**config.mk**
```make
export PLATFORM = sky130hd
export DESIGN_NAME = tis_ctrl
export DESIGN_NICKNAME = d
export VERILOG_FILES = /design/src/tis_pkg.sv /design/src/tis_ctrl.sv
export VERILOG_INCLUDE_DIRS = /design/src /design/src/src
export SDC_FILE = /design/constraint.sdc
export NUM_CORES = 1
export LEC_CHECK = 0
export ABC_AREA = 1
export BUFFER_PORTS_ARGS = -buffer_cell sky130_fd_sc_hd__buf_2
export CELL_PAD_IN_SITES_DETAIL_PLACEMENT = 0
export CELL_PAD_IN_SITES_GLOBAL_PLACEMENT = 1
export CORE_MARGIN = 3
export CORE_UTILIZATION = 26
export CTS_CLUSTER_SIZE = 30
export DETAILED_ROUTE_END_ITERATION = 7
export GPL_ROUTABILITY_DRIVEN = 1
export PLACE_DENSITY_LB_ADDON = 0.08
export SYNTH_ARGS = -nofsm -noshare
export SYNTH_HDL_FRONTEND = slang
export SYNTH_SLANG_ARGS = --single-unit
export TNS_END_PERCENT = 10
```
**constraint.sdc**
```tcl
create_clock -name clk -period 1.42 [get_ports clk]
set_input_delay 0.284 -clock clk [delete_from_list [all_inputs] [get_ports clk]]
set_output_delay 0.284 -clock clk [all_outputs]
set_load 0.1 [all_outputs]
```
**src/assert_macros.svh**
```systemverilog
// Assertion helpers shared by the RTL files.
// All of them sample on clk and stand down while rst is high.
`ifndef ASSERT_MACROS_SVH
`define ASSERT_MACROS_SVH

// Check a property at every rising clock edge.
`define ASSERT_ON_CLK(lbl, prop, msg) \
  lbl: assert property (@(posedge clk) disable iff (rst) (prop)) else $error(msg);

// Check that pre implies post in the same cycle.
`define ASSERT_IMPL(lbl, pre, post, msg) \
  lbl: assert property (@(posedge clk) disable iff (rst) (pre) |-> (post)) else $error(msg);

// Check that pre implies post in the next cycle.
`define ASSERT_NEXT(lbl, pre, post, msg) \
  lbl: assert property (@(posedge clk) disable iff (rst) (pre) |=> (post)) else $error(msg);

`endif

```
**src/tis_pkg.sv**
```systemverilog
`timescale 1ns / 1ps
// ----------------------------------------------------------------------------
// tis_pkg
// Types and constants of the time indexed store search unit.
// ----------------------------------------------------------------------------
package tis_pkg;

  localparam int T_W   = 52;
  localparam int VAL_W = 64;
  localparam int FLG_W = 8;
  localparam int IDX_W = 11;
  localparam int IN_IDX_W = 10;
  localparam int ST_W  = 3;

  // input word layout, lowest bit up
  localparam int TREQ_LSB = 0;
  localparam int TEND_LSB = TREQ_LSB + T_W;
  localparam int TOL_LSB  = TEND_LSB + T_W;
  localparam int VAL_LSB  = TOL_LSB + T_W;
  localparam int FLG_LSB  = VAL_LSB + VAL_W;
  localparam int IIDX_LSB = FLG_LSB + FLG_W;
  localparam int IN_W     = 240;

  // output word layout, lowest bit up
  localparam int FND_LSB  = 0;
  localparam int END_LSB  = FND_LSB + IDX_W;
  localparam int ETM_LSB  = END_LSB + IDX_W;
  localparam int EVAL_LSB = ETM_LSB + T_W;
  localparam int EFLG_LSB = EVAL_LSB + VAL_W;
  localparam int CNT_LSB  = EFLG_LSB + FLG_W;
  localparam int SRT_LSB  = CNT_LSB + IDX_W;
  localparam int OUT_W    = 160;

  typedef enum logic [1:0] {
    CMD_APPEND = 2'd0,
    CMD_FIND   = 2'd1,
    CMD_READ   = 2'd2,
    CMD_RANGE  = 2'd3
  } cmd_t;

  typedef enum logic [ST_W-1:0] {
    ST_OK       = 3'd0,
    ST_NOTFOUND = 3'd1,
    ST_UNSORTED = 3'd2,
    ST_RANGE    = 3'd3,
    ST_FULL     = 3'd4
  } status_t;

  typedef struct packed {
    logic [FLG_W-1:0] flg;
    logic [VAL_W-1:0] val;
    logic [T_W-1:0]   tm;
  } entry_t;

  typedef struct packed {
    cmd_t                cmd;
    logic [T_W-1:0]      treq;
    logic [T_W-1:0]      tend;
    logic [T_W-1:0]      tol;
    logic [VAL_W-1:0]    val;
    logic [FLG_W-1:0]    flg;
    logic [IN_IDX_W-1:0] idx;
  } in_t;

  typedef struct packed {
    status_t          status;
    logic [IDX_W-1:0] found;
    logic [IDX_W-1:0] fin;
    entry_t           ent;
  } res_t;

  typedef enum logic [2:0] {
    ADDR_MID,
    ADDR_LO,
    ADDR_LAST,
    ADDR_IDX,
    ADDR_POSM1
  } addr_sel_t;

  typedef enum logic [3:0] {
    KIND_FULL,
    KIND_APPEND,
    KIND_READ,
    KIND_READ_ERR,
    KIND_FIND,
    KIND_UNSORTED,
    KIND_NOTFOUND,
    KIND_RANGE,
    KIND_BADRANGE
  } res_kind_t;

  typedef enum logic [3:0] {
    S_IDLE,
    S_DECODE,
    S_APP_WR,
    S_RD_CAP,
    S_SRCH_ADDR,
    S_SRCH_CMP,
    S_FIND_RC,
    S_FIND_LC,
    S_OUT
  } state_t;

  // controller to datapath
  typedef struct packed {
    logic      load_in;
    logic      rd_en;
    addr_sel_t addr_sel;
    logic      wr_en;
    logic      srch_init;
    logic      srch_init2;
    logic      srch_step;
    logic      save_pos;
    logic      cap_right;
    logic      res_load;
    res_kind_t res_kind;
    logic      out_load;
  } ctrl_cmd_t;

  // datapath to controller
  typedef struct packed {
    cmd_t cmd;
    logic full;
    logic empty;
    logic sorted;
    logic idx_oob;
    logic bad_range;
    logic srch_done;
    logic strict;
    logic out_free;
  } dp_stat_t;

endpackage

```
**src/tis_ctrl.sv**
```systemverilog
`timescale 1ns / 1ps
`include "assert_macros.svh"
// ----------------------------------------------------------------------------
// tis_ctrl
// Command sequencer: decodes a word, steps the searches, hands off results.
// ----------------------------------------------------------------------------
module tis_ctrl
  import tis_pkg::*;
(
  input  logic      clk,
  input  logic      rst,
  input  logic      s_tvalid,
  output logic      s_tready,
  input  dp_stat_t  stat,
  output ctrl_cmd_t cmd
);

  state_t state, state_next;

  always_ff @(posedge clk) begin
    if (rst) begin
      state <= S_IDLE;
    end else begin
      state <= state_next;
    end
  end

  always_comb begin
    state_next = state;
    cmd        = '0;
    s_tready   = 1'b0;
    case (state)
      S_IDLE: begin
        s_tready = 1'b1;
        if (s_tvalid) begin
          cmd.load_in = 1'b1;
          state_next  = S_DECODE;
        end
      end
      S_DECODE: begin
        case (stat.cmd)
          CMD_APPEND: begin
            if (stat.full) begin
              cmd.res_load = 1'b1;
              cmd.res_kind = KIND_FULL;
              state_next   = S_OUT;
            end else begin
              cmd.rd_en    = 1'b1;
              cmd.addr_sel = ADDR_LAST;
              state_next   = S_APP_WR;
            end
          end
          CMD_FIND: begin
            if (!stat.sorted) begin
              cmd.res_load = 1'b1;
              cmd.res_kind = KIND_UNSORTED;
              state_next   = S_OUT;
            end else if (stat.empty) begin
              cmd.res_load = 1'b1;
              cmd.res_kind = KIND_NOTFOUND;
              state_next   = S_OUT;
            end else begin
              cmd.srch_init = 1'b1;
              state_next    = S_SRCH_ADDR;
            end
          end
          CMD_READ: begin
            if (stat.idx_oob) begin
              cmd.res_load = 1'b1;
              cmd.res_kind = KIND_READ_ERR;
              state_next   = S_OUT;
            end else begin
              cmd.rd_en    = 1'b1;
              cmd.addr_sel = ADDR_IDX;
              state_next   = S_RD_CAP;
            end
          end
          default: begin
            if (!stat.sorted) begin
              cmd.res_load = 1'b1;
              cmd.res_kind = KIND_UNSORTED;
              state_next   = S_OUT;
            end else if (stat.bad_range) begin
              cmd.res_load = 1'b1;
              cmd.res_kind = KIND_BADRANGE;
              state_next   = S_OUT;
            end else begin
              cmd.srch_init = 1'b1;
              state_next    = S_SRCH_ADDR;
            end
          end
        endcase
      end
      S_APP_WR: begin
        cmd.wr_en    = 1'b1;
        cmd.res_load = 1'b1;
        cmd.res_kind = KIND_APPEND;
        state_next   = S_OUT;
      end
      S_RD_CAP: begin
        cmd.res_load = 1'b1;
        cmd.res_kind = KIND_READ;
        state_next   = S_OUT;
      end
      S_SRCH_ADDR: begin
        if (!stat.srch_done) begin
          cmd.rd_en    = 1'b1;
          cmd.addr_sel = ADDR_MID;
          state_next   = S_SRCH_CMP;
        end else if (stat.cmd == CMD_FIND) begin
          // fetch the lower bound entry first, its left neighbor next
          cmd.save_pos = 1'b1;
          cmd.rd_en    = 1'b1;
          cmd.addr_sel = ADDR_LO;
          state_next   = S_FIND_RC;
        end else if (!stat.strict) begin
          // range: restart from the lower bound for the end time
          cmd.save_pos   = 1'b1;
          cmd.srch_init2 = 1'b1;
          state_next     = S_SRCH_ADDR;
        end else begin
          cmd.res_load = 1'b1;
          cmd.res_kind = KIND_RANGE;
          state_next   = S_OUT;
        end
      end
      S_SRCH_CMP: begin
        cmd.srch_step = 1'b1;
        state_next    = S_SRCH_ADDR;
      end
      S_FIND_RC: begin
        cmd.cap_right = 1'b1;
        cmd.rd_en     = 1'b1;
        cmd.addr_sel  = ADDR_POSM1;
        state_next    = S_FIND_LC;
      end
      S_FIND_LC: begin
        cmd.res_load = 1'b1;
        cmd.res_kind = KIND_FIND;
        state_next   = S_OUT;
      end
      S_OUT: begin
        if (stat.out_free) begin
          cmd.out_load = 1'b1;
          state_next   = S_IDLE;
        end
      end
      default: begin
        state_next = S_IDLE;
      end
    endcase
  end

  `ASSERT_IMPL(a_out_load_free, cmd.out_load, stat.out_free, "result loaded over a waiting word")
  `ASSERT_NEXT(a_one_in_flight, s_tvalid && s_tready, !s_tready, "second word taken while busy")
  `ASSERT_NEXT(a_wr_then_out, cmd.wr_en, state == S_OUT, "append write not followed by result")

endmodule

```
==> qor.yml <==
grt_max_degree: 7
met1_usage_pct: 19.5
cp_data_arrival_time_ps: 1470
fmax_ghz: 0.571
postRouteAntennaNets: 0
worst_slack_ps: -332
critPathRequiredTime_ps: 1140
violations: "setup timing"
endpoint: "cmd[15]"
clk_pin_slew_ps: 40
outcome: "complete, but fails checks"
largest_register_ffs: 4
hold_class: "in -> reg"
die_width_um: 52.5
grt_overflow: 0
drtPass1Iterations: 4
cts_root_buf: "clkbuf_4"
use_met2_pct: 28.5
finalCritPeriodShare_pct: 123
die-area_sq_um: 2750
crit_fanout: 4
worst_pin_slew_ps: 333
maxCapViolCount: 0
met3_usage_pct: 2.28
startpoint_type: "register"
grt_pass1_vias: 844
min_period_ps: 1750
track_usage_pct: 15.7
synth_fp_nets: 118
num_vias: 837
wire_per_inst_um: 10.4
ir_drop_mv: 0.749
htreeDepth: 1
wl_um: 1970
area_delta_synth_final_pct: 137
cts_buffers: 3
core-area_sq_um: 2000
diodes: 0
reg.largest.list: "state x4"
hold_ws_ps: 256
leakage_nw: 0.671
fp.dieH_um: 52.5
grt_most_used_layer: "met2"
drive_above_1_share_pct: 56.2
startpoint: "state[2]$_SDFFE_PP0P_"
netlist_instances: 105
largest_register: "state"
p_per_area_nw_per_um2: 989
r2r_cells: 8
io-pin-count: 31
worst_clock_skew_ps: 3.77
timing.slew.headroom_pct: 77.6
placedInstanceArea_sq_um: 1270
gp_congestion: 0.798
layout_commonest_cell: "nand2_1"
drc: 0
synth_seq_area_share_pct: 14.3
r2r_end: "state[0]$_SDFFE_PP0P_"
hold_viol_final: 0
max-clock-path-buffers: 2
syn_area_sq_um: 562
cts_tree: "yes"
rsz0062_at_grt: "true"
antenna_found_initial: 0
synth_cell_types: 21
start_util_pct: 28.1
clock-sinks: 4
grt_pass1_wl_um: 3340
setup_viol: 18
worstSetupEndpointType: "output port"
slew_viol_final: 0
rr_startpoint: "state[0]$_SDFFE_PP0P_"
final_cell_mix: "nand2_1, buf_4, buf_12, inv_1"
dp_hpwl_um: 1790
via_per_inst: 4.43
avgSynthCellArea_sq_um: 5.35
ys_ff_latch: 4
ys.warnings.count: 0
drt_iter0_drc: 12
path_class: "reg -> out"
clk_latency_ps: 230
final_area_sq_um: 1330
fp-row-count: 16
r2r_setup_slack_ps: 150
nNetsFinal: 177
io_buffers: 30
-- per-layer routing --
layer	routed length, um	vias to the layer above
met4	0	0
met2	1050	26
met5	0	-
met3	103	0
li1	-	445
met1	810	366
-- how the worst min path moves through the flow --
stage	startpoint	to	cells after the start
floorplan	rst	state[2]$_SDFFE_PP0P_	1
global placement	rst	state[2]$_SDFFE_PP0P_	2
detailed placement	rst	state[2]$_SDFFE_PP0P_	2
CTS	rst	state[2]$_SDFFE_PP0P_	2
global route	rst	state[0]$_SDFFE_PP0P_	2
finish	rst	state[0]$_SDFFE_PP0P_	2
-- stage by stage --
step / cells / utilization, % / power (mW) / TNS, ps / worst slack (ps)
final: 189 / 66.4 / 1.31 / -3470 / -332
after global routing: 189 / 66.4 / 1.39 / -4970 / -399
after CTS: 189 / 65.3 / 1.31 / -3770 / -337
after detailed placement: 186 / 63.3 / 1.15 / -737 / -150
after global placement: 186 / 63.3 / 1.14 / -681 / -124
after floorplan: 105 / - / 0.759 / -9470 / -953
-- critical path, cell delays in order, from the launching register on --
cell	delay, ps
dfxtp_2	330
nor2_4	180
inv_2	60
nor2_4	130
nand2_4	90
o21ai_4	80
nand3b_1	180
buf_12	190
-- layout make-up --
class,instances,area [sq um]
Clock buffer,3,22.5
Sequential cell,4,85.1
Fill cell,181,673
Multi-Input combinational cell,78,485
Tap cell,27,33.8
Inverter,22,85.1
Timing Repair Buffer,55,617
-- synth_stat cells --
| master | number | area, sq um |
|---|---|---|
| a211oi_1 | 1 | 7.51 |
| a21oi_1 | 1 | 5.00 |
| a21oi_2 | 1 | 8.76 |
| buf_6 | 1 | 11.3 |
| dfxtp_1 | 4 | 80.1 |
| inv_1 | 20 | 75.1 |
| inv_2 | 2 | 7.51 |
| nand2_1 | 29 | 109 |
| nand2_2 | 2 | 12.5 |
| nand3_1 | 7 | 35.0 |
| nand3_2 | 2 | 20.0 |
| nand3b_1 | 1 | 7.51 |
| nand4_1 | 3 | 18.8 |
| nor2_1 | 14 | 52.6 |
| nor2_2 | 4 | 25.0 |
| nor2_4 | 2 | 22.5 |
| nor3_1 | 3 | 15.0 |
| nor4_1 | 2 | 12.5 |
| o211ai_1 | 1 | 7.51 |
| o21ai_0 | 4 | 20.0 |
| o21ai_2 | 1 | 8.76 |
-- power by group --
group | switching (mW) | internal [mW] | total (mW) | leakage [nW]
clock | 0.0378 | 0.0939 | 0.132 | 0.0138
combinational | 0.645 | 0.389 | 1.03 | 0.624
sequential | 0.0188 | 0.129 | 0.148 | 0.0339
-- timing repair --
item | 4_1_cts | 5_1_grt
resized for setup | 8 | 6
cloned | 0 | 0
hold buffers | 0 | 0
pin swaps | 5 | 1
endpoints found under the setup margin | 18 | 18
setup buffers | 0 | 0
-- cells by family after synthesis --
logic type	Yosys count	synth area share, %
AOI/OAI and AO/OA	9	10.2
and+or+nand+nor	69	58.8
buffers and inverters	23	16.7
DFF	4	14.3
Power figures use the tool's default switching activity.
